**config.mk**
```make
export PLATFORM = sky130hd
export DESIGN_NAME = i2c_bus_recovery_sequencer_flat
export DESIGN_NICKNAME = d
export VERILOG_FILES = /design/src/hw/rtl/ibr_pkg.sv /design/src/hw/rtl/ibr_in_if.sv /design/src/hw/rtl/ibr_out_if.sv /design/src/hw/rtl/ibr_cfg_regs.sv /design/src/hw/rtl/ibr_seq_fsm.sv /design/src/hw/rtl/ibr_out_reg.sv /design/src/hw/rtl/i2c_bus_recovery_sequencer.sv /design/src/flat_wrapper.sv
export VERILOG_INCLUDE_DIRS = /design/src /design/src/hw/rtl
export SDC_FILE = /design/constraint.sdc
export NUM_CORES = 1
export LEC_CHECK = 0
export BUFFER_PORTS_ARGS = -buffer_cell sky130_fd_sc_hd__buf_2
export CELL_PAD_IN_SITES_DETAIL_PLACEMENT = 0
export CELL_PAD_IN_SITES_GLOBAL_PLACEMENT = 1
export CORE_ASPECT_RATIO = 0.5
export CORE_MARGIN = 5
export CORE_UTILIZATION = 40
export CTS_CLUSTER_SIZE = 24
export DETAILED_ROUTE_END_ITERATION = 16
export PLACE_DENSITY = 0.82
export SYNTH_ARGS = -nofsm -noshare
export SYNTH_HDL_FRONTEND = slang
export SYNTH_SLANG_ARGS = --single-unit
```
**constraint.sdc**
```tcl
create_clock -name clk -period 3.89 [get_ports clk]
set_clock_uncertainty 0.2 [all_clocks]
set_input_delay 0.1945 -clock clk [delete_from_list [all_inputs] [get_ports clk]]
set_output_delay 0.1945 -clock clk [all_outputs]
set_load 0.02 [all_outputs]
```
**src/hw/rtl/assert_macros.svh**
```systemverilog
// Assertion macros for the RTL files; the top level uses them.
`ifndef ASSERT_MACROS_SVH
`define ASSERT_MACROS_SVH

// Check that cond implies prop in the same cycle.
`define ASSERT_SAME(label, clk, rst_n, cond, prop) \
	label: assert property (@(posedge clk) disable iff (!rst_n) (cond) |-> (prop)) \
		else $error("assertion failed");

// Check that cond implies prop in the cycle after.
`define ASSERT_NEXT(label, clk, rst_n, cond, prop) \
	label: assert property (@(posedge clk) disable iff (!rst_n) (cond) |=> (prop)) \
		else $error("assertion failed");

`endif

```
**src/hw/rtl/ibr_pkg.sv**
```systemverilog
// Types and constants of the I2C bus recovery sequencer.
package ibr_pkg;

	localparam int unsigned HALF_W  = 16;
	localparam int unsigned PULSE_W = 4;
	localparam int unsigned RETRY_W = 10;
	localparam int unsigned TIMER_W = 17;
	localparam int unsigned CFG_IDX_W = 2;
	localparam int unsigned CFG_DATA_W = 16;

	localparam logic [CFG_IDX_W-1:0] REG_HALF_PERIOD = 2'd0;
	localparam logic [CFG_IDX_W-1:0] REG_PULSE_TOTAL = 2'd1;
	localparam logic [CFG_IDX_W-1:0] REG_STRETCH     = 2'd2;

	localparam logic [HALF_W-1:0]  HALF_RST    = 16'd7;
	localparam logic [PULSE_W-1:0] PULSE_RST   = 4'd9;
	localparam logic [RETRY_W-1:0] STRETCH_RST = 10'd250;

	typedef enum logic [1:0] {
		ST_OK      = 2'd0,
		ST_SCL_LOW = 2'd1,
		ST_SDA_LOW = 2'd2
	} status_t;

	typedef struct packed {
		logic [HALF_W-1:0]  half_period_ticks;
		logic [PULSE_W-1:0] pulse_total;
		logic [RETRY_W-1:0] stretch_retries;
	} cfg_t;

	typedef struct packed {
		logic       scl_drive_low;
		logic       sda_drive_low;
		logic       busy_res;
		logic       done_res;
		logic [1:0] status;
	} res_t;

	typedef struct packed {
		logic idle;
	} fsm_stat_t;

endpackage

```
**src/hw/rtl/ibr_in_if.sv**
```systemverilog
// Input channel: one tick with start request and sampled line levels.
interface ibr_in_if;
	logic valid;
	logic ready;
	logic start_req;
	logic scl_level;
	logic sda_level;

	modport source (output valid, output start_req, output scl_level, output sda_level,
		input ready);
	modport sink (input valid, input start_req, input scl_level, input sda_level,
		output ready);
endinterface

```
**src/hw/rtl/ibr_out_if.sv**
```systemverilog
// Result channel: line drives, busy, done and last status.
interface ibr_out_if;
	logic       valid;
	logic       ready;
	logic       scl_drive_low;
	logic       sda_drive_low;
	logic       busy_res;
	logic       done_res;
	logic [1:0] status;

	modport source (output valid, output scl_drive_low, output sda_drive_low,
		output busy_res, output done_res, output status, input ready);
	modport sink (input valid, input scl_drive_low, input sda_drive_low,
		input busy_res, input done_res, input status, output ready);
endinterface

```
**src/hw/rtl/ibr_cfg_regs.sv**
```systemverilog
// Configuration registers of the bus recovery sequencer.
module ibr_cfg_regs (
	input  logic                           clk,
	input  logic                           arst_n,
	input  logic                           cfg_we,
	input  logic [ibr_pkg::CFG_IDX_W-1:0]  cfg_index,
	input  logic [ibr_pkg::CFG_DATA_W-1:0] cfg_wdata,
	output ibr_pkg::cfg_t                  cfg
);
	import ibr_pkg::*;

	cfg_t cfg_q;

	always_ff @(posedge clk or negedge arst_n) begin
		if (!arst_n) begin
			cfg_q.half_period_ticks <= HALF_RST;
			cfg_q.pulse_total       <= PULSE_RST;
			cfg_q.stretch_retries   <= STRETCH_RST;
		end else if (cfg_we) begin
			// indexes beyond the list fall through and are dropped
			unique case (cfg_index)
				REG_HALF_PERIOD: cfg_q.half_period_ticks <= cfg_wdata[HALF_W-1:0];
				REG_PULSE_TOTAL: cfg_q.pulse_total       <= cfg_wdata[PULSE_W-1:0];
				REG_STRETCH:     cfg_q.stretch_retries   <= cfg_wdata[RETRY_W-1:0];
				default: ;
			endcase
		end
	end

	assign cfg = cfg_q;
endmodule

```
**src/hw/rtl/ibr_seq_fsm.sv**
```systemverilog
// Recovery state machine: one tick per accepted transaction.
module ibr_seq_fsm (
	input  logic               clk,
	input  logic               arst_n,
	input  logic               step,
	input  logic               start_req,
	input  logic               scl_level,
	input  logic               sda_level,
	input  ibr_pkg::cfg_t      cfg,
	output ibr_pkg::res_t      res,
	output ibr_pkg::fsm_stat_t stat
);
	import ibr_pkg::*;

	typedef enum logic [2:0] {
		PH_IDLE      = 3'd0,
		PH_SETTLE    = 3'd1,
		PH_LOW       = 3'd2,
		PH_HIGH      = 3'd3,
		PH_STRETCH   = 3'd4,
		PH_PRESTART  = 3'd5,
		PH_START_LOW = 3'd6
	} phase_t;

	phase_t             phase_q, phase_d;
	logic [PULSE_W-1:0] pulses_q, pulses_d;
	logic [TIMER_W-1:0] timer_q, timer_d;
	logic [RETRY_W-1:0] retries_q, retries_d;
	logic [1:0]         status_q, status_d;
	logic               done;

	logic [TIMER_W-1:0] half_len;
	logic [TIMER_W-1:0] full_len;
	logic [TIMER_W-1:0] timer_dec;
	logic               wait_over;
	logic [PULSE_W-1:0] pulses_inc;
	logic [RETRY_W-1:0] retries_dec;

	assign half_len   = (cfg.half_period_ticks == '0) ? TIMER_W'(1)
		: {1'b0, cfg.half_period_ticks};
	assign full_len   = {half_len[TIMER_W-2:0], 1'b0};
	assign timer_dec  = (timer_q != '0) ? timer_q - TIMER_W'(1) : '0;
	assign wait_over  = (timer_dec == '0);
	assign pulses_inc = pulses_q + PULSE_W'(1);
	assign retries_dec = (retries_q != '0) ? retries_q - RETRY_W'(1) : '0;

	always_comb begin
		phase_d   = phase_q;
		pulses_d  = pulses_q;
		timer_d   = timer_q;
		retries_d = retries_q;
		status_d  = status_q;
		done      = 1'b0;

		unique case (phase_q)
			PH_IDLE: begin
				if (start_req) begin
					phase_d  = PH_SETTLE;
					timer_d  = half_len;
					pulses_d = '0;
				end
			end
			PH_SETTLE: begin
				timer_d = timer_dec;
				if (wait_over) begin
					if (!scl_level) begin
						status_d = ST_SCL_LOW;
						phase_d  = PH_IDLE;
						timer_d  = '0;
						done     = 1'b1;
					end else begin
						pulses_d = '0;
						phase_d  = PH_LOW;
						timer_d  = half_len;
					end
				end
			end
			PH_LOW: begin
				timer_d = timer_dec;
				if (wait_over) begin
					phase_d = PH_HIGH;
					timer_d = half_len;
				end
			end
			PH_HIGH, PH_STRETCH: begin
				timer_d = timer_dec;
				if (wait_over) begin
					if (phase_q == PH_STRETCH) begin
						retries_d = retries_dec;
					end
					if (scl_level) begin
						// pulse seen high: next pulse, SDA check or START
						pulses_d = pulses_inc;
						if (pulses_inc < cfg.pulse_total) begin
							phase_d = PH_LOW;
							timer_d = half_len;
						end else if (!sda_level) begin
							status_d = ST_SDA_LOW;
							phase_d  = PH_IDLE;
							timer_d  = '0;
							done     = 1'b1;
						end else begin
							phase_d = PH_PRESTART;
							timer_d = half_len;
						end
					end else if ((phase_q == PH_HIGH && cfg.stretch_retries == '0)
							|| (phase_q == PH_STRETCH && retries_dec == '0)) begin
						status_d = ST_SCL_LOW;
						phase_d  = PH_IDLE;
						timer_d  = '0;
						done     = 1'b1;
					end else begin
						if (phase_q == PH_HIGH) begin
							retries_d = cfg.stretch_retries;
						end
						phase_d = PH_STRETCH;
						timer_d = full_len;
					end
				end
			end
			PH_PRESTART: begin
				timer_d = timer_dec;
				if (wait_over) begin
					phase_d = PH_START_LOW;
					timer_d = half_len;
				end
			end
			PH_START_LOW: begin
				timer_d = timer_dec;
				if (wait_over) begin
					status_d = ST_OK;
					phase_d  = PH_IDLE;
					timer_d  = '0;
					done     = 1'b1;
				end
			end
			default: begin
				phase_d = PH_IDLE;
				timer_d = '0;
			end
		endcase
	end

	always_ff @(posedge clk or negedge arst_n) begin
		if (!arst_n) begin
			phase_q   <= PH_IDLE;
			pulses_q  <= '0;
			timer_q   <= '0;
			retries_q <= '0;
			status_q  <= ST_OK;
		end else if (step) begin
			phase_q   <= phase_d;
			pulses_q  <= pulses_d;
			timer_q   <= timer_d;
			retries_q <= retries_d;
			status_q  <= status_d;
		end
	end

	assign res.scl_drive_low = (phase_d == PH_LOW);
	assign res.sda_drive_low = (phase_d == PH_START_LOW);
	assign res.busy_res      = (phase_d != PH_IDLE);
	assign res.done_res      = done;
	assign res.status        = status_d;

	assign stat.idle = (phase_q == PH_IDLE);
endmodule

```
**src/hw/rtl/ibr_out_reg.sv**
```systemverilog
// Result register between the state machine and the result channel.
module ibr_out_reg (
	input  logic          clk,
	input  logic          arst_n,
	input  logic          load,
	input  ibr_pkg::res_t res,
	output logic          space,
	ibr_out_if.source     results
);
	import ibr_pkg::*;

	logic valid_q;
	res_t res_q;

	// take a new result when empty or when the held one leaves this cycle
	assign space = !valid_q || results.ready;

	always_ff @(posedge clk or negedge arst_n) begin
		if (!arst_n) begin
			valid_q <= 1'b0;
		end else if (load) begin
			valid_q <= 1'b1;
		end else if (results.ready) begin
			valid_q <= 1'b0;
		end
	end

	always_ff @(posedge clk) begin
		if (load) begin
			res_q <= res;
		end
	end

	assign results.valid         = valid_q;
	assign results.scl_drive_low = res_q.scl_drive_low;
	assign results.sda_drive_low = res_q.sda_drive_low;
	assign results.busy_res      = res_q.busy_res;
	assign results.done_res      = res_q.done_res;
	assign results.status        = res_q.status;
endmodule

```
**src/hw/rtl/i2c_bus_recovery_sequencer.sv**
```systemverilog
// Top level of the I2C bus recovery sequencer.
//
//   channel   direction  payload
//   ticks     in         start_req, scl_level, sda_level
//   results   out        scl_drive_low, sda_drive_low, busy_res, done_res, status
//   cfg_*     in         write enable, register index, write data
//
// One transaction per cycle while ticks.ready is high; each tick gives its result in the cycle after acceptance.
// The state machine advances only on an accepted tick; the result register
// holds a finished result until results.ready and loads the next one as it leaves.
// ticks.ready falls only while the result register is full and results.ready is low.
// Reset clears the state machine to idle and loads the default configuration.
`include "assert_macros.svh"

module i2c_bus_recovery_sequencer (
	input  logic                           clk,
	input  logic                           arst_n,
	ibr_in_if.sink                         ticks,
	ibr_out_if.source                      results,
	input  logic                           cfg_we,
	input  logic [ibr_pkg::CFG_IDX_W-1:0]  cfg_index,
	input  logic [ibr_pkg::CFG_DATA_W-1:0] cfg_wdata
);
	import ibr_pkg::*;

	cfg_t      cfg;
	res_t      res;
	fsm_stat_t stat;
	logic      space;
	logic      step;

	assign ticks.ready = space;
	assign step        = ticks.valid && space;

	ibr_cfg_regs u_cfg (
		.clk       (clk),
		.arst_n    (arst_n),
		.cfg_we    (cfg_we),
		.cfg_index (cfg_index),
		.cfg_wdata (cfg_wdata),
		.cfg       (cfg)
	);

	ibr_seq_fsm u_fsm (
		.clk       (clk),
		.arst_n    (arst_n),
		.step      (step),
		.start_req (ticks.start_req),
		.scl_level (ticks.scl_level),
		.sda_level (ticks.sda_level),
		.cfg       (cfg),
		.res       (res),
		.stat      (stat)
	);

	ibr_out_reg u_out (
		.clk     (clk),
		.arst_n  (arst_n),
		.load    (step),
		.res     (res),
		.space   (space),
		.results (results)
	);

	`ASSERT_SAME(a_done_not_busy, clk, arst_n, results.valid && results.done_res,
		!results.busy_res)
	`ASSERT_SAME(a_one_line_driven, clk, arst_n, results.valid,
		!(results.scl_drive_low && results.sda_drive_low))
	`ASSERT_NEXT(a_start_goes_busy, clk, arst_n, step && stat.idle && ticks.start_req,
		results.valid && results.busy_res && !results.done_res)
	`ASSERT_NEXT(a_idle_holds_status, clk, arst_n, step && stat.idle,
		results.valid && !results.done_res)
endmodule
```
**src/flat_wrapper.sv**
```systemverilog
// flat-port wrapper written by rule: the top's interface ports become plain ports
module i2c_bus_recovery_sequencer_flat import ibr_pkg::*;
  (clk, arst_n, cfg_we, cfg_index, cfg_wdata, ticks_valid, ticks_start_req, ticks_scl_level, ticks_sda_level, ticks_ready, results_valid, results_scl_drive_low, results_sda_drive_low, results_busy_res, results_done_res, results_status, results_ready);
  ibr_in_if ticks_i ();
  ibr_out_if results_i ();
  input  logic clk;
  input  logic arst_n;
  input  logic cfg_we;
  input  logic [ibr_pkg::CFG_IDX_W-1:0] cfg_index;
  input  logic [ibr_pkg::CFG_DATA_W-1:0] cfg_wdata;
  input wire logic [$bits(ticks_i.valid)-1:0] ticks_valid;
  input wire logic [$bits(ticks_i.start_req)-1:0] ticks_start_req;
  input wire logic [$bits(ticks_i.scl_level)-1:0] ticks_scl_level;
  input wire logic [$bits(ticks_i.sda_level)-1:0] ticks_sda_level;
  output wire logic [$bits(ticks_i.ready)-1:0] ticks_ready;
  output wire logic [$bits(results_i.valid)-1:0] results_valid;
  output wire logic [$bits(results_i.scl_drive_low)-1:0] results_scl_drive_low;
  output wire logic [$bits(results_i.sda_drive_low)-1:0] results_sda_drive_low;
  output wire logic [$bits(results_i.busy_res)-1:0] results_busy_res;
  output wire logic [$bits(results_i.done_res)-1:0] results_done_res;
  output wire logic [$bits(results_i.status)-1:0] results_status;
  input wire logic [$bits(results_i.ready)-1:0] results_ready;
  assign ticks_i.valid = ticks_valid;
  assign ticks_i.start_req = ticks_start_req;
  assign ticks_i.scl_level = ticks_scl_level;
  assign ticks_i.sda_level = ticks_sda_level;
  assign ticks_ready = ticks_i.ready;
  assign results_valid = results_i.valid;
  assign results_scl_drive_low = results_i.scl_drive_low;
  assign results_sda_drive_low = results_i.sda_drive_low;
  assign results_busy_res = results_i.busy_res;
  assign results_done_res = results_i.done_res;
  assign results_status = results_i.status;
  assign results_i.ready = results_ready;
  i2c_bus_recovery_sequencer u_core (.clk(clk), .arst_n(arst_n), .ticks(ticks_i), .results(results_i), .cfg_we(cfg_we), .cfg_index(cfg_index), .cfg_wdata(cfg_wdata));
endmodule
```
* Word level (Yosys, flattened, before mapping)
Cells that the tools add are included.
Word-level totals: output and inout port bits 8, register bits after elaboration 73, bits of input ports 26
Operators by class: order comparisons 1, equal/unequal tests 15, muxes and demuxes 56, add/subtract/negate cells 3, reductions and logical operators 25
Operators by type and width (number):
- 2-to-1 mux 17 bit | 8
- case mux 17 bit (5 select lines) | 1
- 2-to-1 mux 16 bit | 4
- 2-to-1 mux 10 bit | 5
- 2-to-1 mux 3 bit | 10
- zero test 10 bit | 2
- 2-to-1 mux 4 bit | 5
- 2-to-1 mux 2 bit | 9
- case mux 3 bit (6 select lines) | 1
- zero test 17 bit | 1
- nonzero test 17 bit | 1
- subtractor 17 x 1 -> 17 bit, second input constant | 1
- zero test 16 bit | 1
- == test 3 bit, second input constant | 4
- case mux 4 bit (3 select lines) | 1
- 2-to-1 mux 1 bit | 10
- inequality test 2 bit, second input constant | 5
- nonzero test 10 bit | 1
- subtractor 10 x 1 -> 10 bit, second input constant | 1
- == test 3 x 2 -> 1 bit, second input constant | 3
- AND reduction 2 bit | 4
- AND reduction 7 bit | 1
- case mux 2 bit (3 select lines) | 1
- nonzero test 3 bit | 2
- 14 further kinds | 18

* Longest topological paths before layout
depth after elaboration 10, mapped depth 12

* Hierarchy
Synthesis repeated with hierarchy kept, for this count alone.
Second synthesis, totals: cells, all modules 592, area total of the unflattened synthesis 5286.3 um^2
Modules (own cells, without submodules):
- ibr_seq_fsm | cells an instance 517, area each 3896.2 um^2, times used 1, sequential area each 900.9 um^2
- ibr_cfg_regs | cells an instance 65, area each 1156.1 um^2, times used 1, sequential area each 764.5 um^2
- ibr_out_reg | cells an instance 9, area each 227.7 um^2, times used 1, sequential area each 205.2 um^2
- i2c_bus_recovery_sequencer | cells an instance 1, area each 6.3 um^2, times used 1, sequential area each 0.0 um^2

* Worst setup path before layout
Ideal clock, no wire load.
path kind reg-to-reg, from register u_core.u_fsm.retries_q[0], to register u_core.u_fsm.timer_q[13], period minus slack after synthesis 3143 ps, data required time 3566 ps, buffers on the path 1, slack 747 ps, setup time 124 ps, cell stages (with the launch flop) 12, arrival 2819 ps, cells stage by stage dfrtp_1 > inv_1 > ha_1 > nor4b_4 > nand2_1 > o32a_1 > a222oi_1 > nor4_4 > and2_1 > buf_4 > a32o_1 > a211o_1
Between the ends: longest elaborated chain between the ends 9, elaborated cells between the ends (all ways) 10, classes of those cells add/sub (1); mux (5); reduce/logical (4)
Ends and longest elaborated chain:
- start, declared | line ibr_seq_fsm.sv:28 | logic [RETRY_W-1:0] retries_q, retries_d;
- start signal, assigned | line ibr_seq_fsm.sv:155 | retries_q <= retries_d;
- subtractor 10 x 1 -> 10 bit or nonzero test 10 bit (tied branches) | line ibr_seq_fsm.sv:45 | assign retries_dec = (retries_q != '0) ? retries_q - RETRY_W'(1) : '0;
- 2-to-1 mux 10 bit (*) | line ibr_seq_fsm.sv:45
- zero test 10 bit (*) | line ibr_seq_fsm.sv:107 | || (phase_q == PH_STRETCH && retries_dec == '0)) begin
- logical AND 1 bit (*) | line ibr_seq_fsm.sv:107
- logical OR 1 bit (*) | line ibr_seq_fsm.sv:107
- 2-to-1 mux 17 bit (*) | line ibr_seq_fsm.sv:106 | end else if ((phase_q == PH_HIGH && cfg.stretch_retries == '0)
- 2-to-1 mux 17 bit (*) | line ibr_seq_fsm.sv:91 | if (scl_level) begin
- 2-to-1 mux 17 bit (*) | line ibr_seq_fsm.sv:87 | if (wait_over) begin
- case mux 17 bit (5 select lines) (*) | line ibr_seq_fsm.sv:55 | unique case (phase_q)
- end signal, assigned | line ibr_seq_fsm.sv:154 | timer_q <= timer_d;
- end, declared | line ibr_seq_fsm.sv:27 | logic [TIMER_W-1:0] timer_q, timer_d;
Every way passes the cells marked *; elsewhere a longest branch is shown, timed or not. A chain may end at the register's enable or synchronous reset.

* Final worst setup path
from register u_core.u_fsm.timer_q[0], to register u_core.u_fsm.pulses_q[2]
Between the ends: longest elaborated chain between the ends 5, elaborated cells between the ends (all ways) 7, classes of those cells add/sub (1); eq/ne (2); mux (1); reduce/logical (3)
Ends and longest elaborated chain:
- subtractor 17 x 1 -> 17 bit or nonzero test 17 bit (tied branches) | line ibr_seq_fsm.sv:42 | assign timer_dec = (timer_q != '0) ? timer_q - TIMER_W'(1) : '0;
- 2-to-1 mux 17 bit (*) | line ibr_seq_fsm.sv:42
- zero test 17 bit (*) | line ibr_seq_fsm.sv:43 | assign wait_over = (timer_dec == '0);
- inequality test 2 bit (no source line)
- AND reduction 7 bit (no source line) (*)
- end signal, assigned | line ibr_seq_fsm.sv:153 | pulses_q <= pulses_d;
- end, declared | line ibr_seq_fsm.sv:26 | logic [PULSE_W-1:0] pulses_q, pulses_d;
Marked as above.

==> run metrics <==
final-report hold violation count=0; area growth from synthesis to final layout=17.92%; count of synthesis-stage warnings from yosys=0; Sink Count=73; total routing resource utilization after global routing=0.1991; Crit-path slowest cell=or4b_1; total power divided by cell area=slightly below 600 nW/um^2; First-pass DRT Iterations=5; count of input and output buffers=33; Max IR drop VDD=a little over 0.0002 V; fillers=around 1,100; maximum count of clock buffers along a single path=2; Clock power frac=0.245; buffer count from post-CTS setup fixing=0; number of core rows=28; worst slew slack as a fraction of its limit=0.2038; slew at the pin closest to its max-slew limit=approximately 1200 ps; overall routed net length=roughly 14,000 um; switching power=1.324 mW; Post-route DRC=0; post-synthesis instance total=roughly 530; mean instance size in the synthesized netlist=about 9.1 sq um; Critical Setup Path Class=reg -> reg; longest individual stage delay on the worst path=480 ps; routed via count=~4,300; max_cap viols=0; Post-DRT Antenna Nets=0; Hold/Removal Path Class=in -> reg; Critical path buffers and inverters=2; cells along the critical path=inv_1 > ha_1 > or4b_1 > o31ai_1 > nand4_1 > o31ai_2 > buf_4 > or4b_1 > o21a_1 > o21ai_1 > o21ai_0; CTS root buf=clkbuf_16; cell area after technology mapping=4762 sq um; x dimension of the die=around 160 um; vias in the first global route=~4,200; type of origin of the critical path=flip-flop; cell type with the highest aggregate area in the netlist=dfrtp_1; cell family with most CP delay=simple AND/OR/NAND/NOR gates; total congestion overflow after global routing=0; synthesized flop and latch total=73; placeable core region=11,740 sq um; Max Fclk=just under 300 MHz; routed via count divided by cell count=roughly 5.8; cell occurring most often along the worst timing path=or4b_1; antenna violations before repair=0; starting density of the core=0.4058; final worst path period share=0.8823; portion of total power attributed to combinational logic=0.392; average wire length per cell after detail routing=18.12 um; final total negative setup slack=0 ps; number of setup violations in the final report=0; setup repair after global routing missed its margin=no; number of DRC violations after detailed-routing iteration 0=between 400 and 500; global-route wire length before repair=about 22,000 um; maximum fanout encountered on the critical timing path=21; die footprint=around 14,000 sq um; top area cells in the synthesized netlist=dfrtp_1, mux2_2, dfstp_2, o21ai_0, nand2_1; async set-or-reset flop fraction in the synthesized netlist=0.9178; placer congestion estimate=between 0.8 and 0.9; worst path required time=between 3000 and 4000 ps; post-synthesis sequential area ratio=0.3928; Synthesized Nets=around 560; setup slack of the most critical reg-to-reg path=about 460 ps; time the worst path needs with I/O delays and setup=between 3000 and 4000 ps; switching power share of the total=0.3982; type of element capturing the critical path=flip-flop; pin count of the biggest net entering global routing=40; Antenna Cells=0; fraction of final layout cells with drive strength greater than 1=0.2100; clock tree from TritonCTS=built; deepest level of the CTS H-tree=3; layout net count=a little over 600; Distinct cells, synth=72; status=completed; IO Pins=34; share of total power in sequential cells=0.363; Arrival @ worst endpoint=roughly 3500 ps; count of flip-flops with a built-in enable after synthesis=6; top flip-flop cell by instance count after synthesis=dfrtp_1; fraction of post-synthesis cell area in the top cell type by area=0.2943; count of pins over their slew limit=0; WHS=between 80 and 90 ps; footprint of the multi-input gates=approximately 2700 sq um; FF+latch area=between 1500 and 2000 sq um; half-perimeter wire length after placement=approximately 9500 um; y dimension of the die=between 80 and 90 um; clock latency on the worst-skew pair=roughly 340 ps; cell internal power dissipation=between 2 and 2.5 mW; Leak=approximately 2.3 nW; CTS clk-pin slew, worst paths=~60 ps; Final Total Pwr=~3.3 mW; clock buffers created by TritonCTS=9
[logic make-up after synthesis]
family	share of synthesized area
compound gates	0.2270
xor+xnor	0.02391
simple gates	0.2273
flops	0.3928
mux	0.07804
fa+ha+maj	0.01576
buf+inv	0.03521
[flip-flops by register name (all words and copies together), names as in the netlist]
register / flops
u_core.u_fsm.retries_q: 10
u_core.u_fsm.status_q: 2
u_core.u_fsm.timer_q: 17
u_core.u_out.results.scl_drive_low: 1
u_core.u_fsm.pulses_q: 4
u_core.u_out.results.status: 2
u_core.u_out.results.done_res: 1
u_core.u_cfg.cfg: 30
u_core.u_out.results.busy_res: 1
u_core.u_out.results.valid: 1
u_core.u_fsm.phase_q: 3
u_core.u_out.results.sda_drive_low: 1
[power by group through the flow]
stage / Clock, mW / Combinational [mW] / Sequential (mW)
global placement: 0 / 1.25 / 1.21
detailed placement: 0 / 1.26 / 1.21
CTS: 0.833 / 1.29 / 1.20
finish: 0.815 / 1.30 / 1.21
global route: 0.864 / 1.45 / 1.24
floorplan: 0 / 0.994 / 1.11
[worst paths after layout]
kind,startpoint,to,cells after the start
setup reg to reg,u_core.u_fsm.timer_q[0],u_core.u_fsm.pulses_q[2],11
max in group asynchronous,arst_n,u_core.u_cfg.cfg[10],3
hold / removal,ticks_scl_level,u_core.u_fsm.pulses_q[1],3
hold reg to reg,u_core.u_cfg.cfg[11],u_core.u_cfg.cfg[11],1
setup / recovery,u_core.u_fsm.timer_q[0],u_core.u_fsm.pulses_q[2],11
min in group asynchronous,arst_n,u_core.u_fsm.timer_q[5],2
[worst reg2reg max path, delay by kind of cell, from the launching register on]
family,cells,cell delay (ps)
AND/OR/NAND/NOR,3,1130
AO/OA/AOI/OAI,5,890
flip-flops,1,460
buffers and inverters,2,380
adder cells (fa/ha/maj),1,250
[metal layers]
metal | up-vias | part of all wire | track usage
met5 | - | 0 | 0
met1 | 2121 | 0.48 | 0.2756
li1 | 2082 | - | -
met4 | 0 | 0.024 | 0.07078
met3 | 28 | 0.038 | 0.03735
met2 | 118 | 0.46 | 0.3139
[timing repair]
item / 4_1_cts / 5_1_grt
endpoints found under the hold margin: 56 / 0
resized for setup: 0 / 0
hold buffers: 19 / 0
setup endpoints to repair: 0 / 0
[stage by stage]
step,cell area (sq um),cells,utilization,setup slack (ps)
2_1_floorplan,4762,525,-,747.4
3_3_place_gp,5134,711,0.4374,560.5
3_5_place_dp,5134,711,0.4374,496.9
4_1_cts,5615,746,0.4785,499.8
5_1_grt,5615,746,0.4785,187.0
6_report,5615,746,0.4785,457.7
[synth_stat cells (all sizes together), types with 4 or more instances]
cell	n
nand2b	7
a21oi	34
mux2	33
nand2	50
nor4	11
ha	6
a211o	6
nor2b	7
o31ai	4
edfxtp	6
nand4	8
clkbuf	18
a21o	6
xor2	4
dfrtp	56
or3	9
nand3b	7
o21ai	42
buf	9
nor2	44
o211ai	8
nand3	13
dfstp	11
inv	10
a21boi	5
or4	6
nor3	23
a31oi	6
o21a	5
a22oi	6
a22o	7
and2	4
xnor2	9
o22ai	5
[layout by cell type (no fill, tap or decap), drive strengths merged, types with 9 or more instances in the layout]
cell type and instances:
a21oi 34, buf 48, clkbuf 11, dfrtp 56
dfstp 11, dlygate4sd3 19, inv 11, mux2 33
nand2 50, nand3 13, nor2 44, nor3 23
nor4 11, o21ai 42, or3 9, xnor2 9
[final cells by class]
type / instances / share of cell area
multi-input cells: 413 / 0.4869
flip-flops and latches: 73 / 0.3331
repair buffers: 67 / 0.08333
clock buffers: 11 / 0.04523
well taps: 165 / 0.03676
inverters: 12 / 0.008021
clock inverters: 5 / 0.006684
Note: power is estimated with default switching activity, not from simulation.
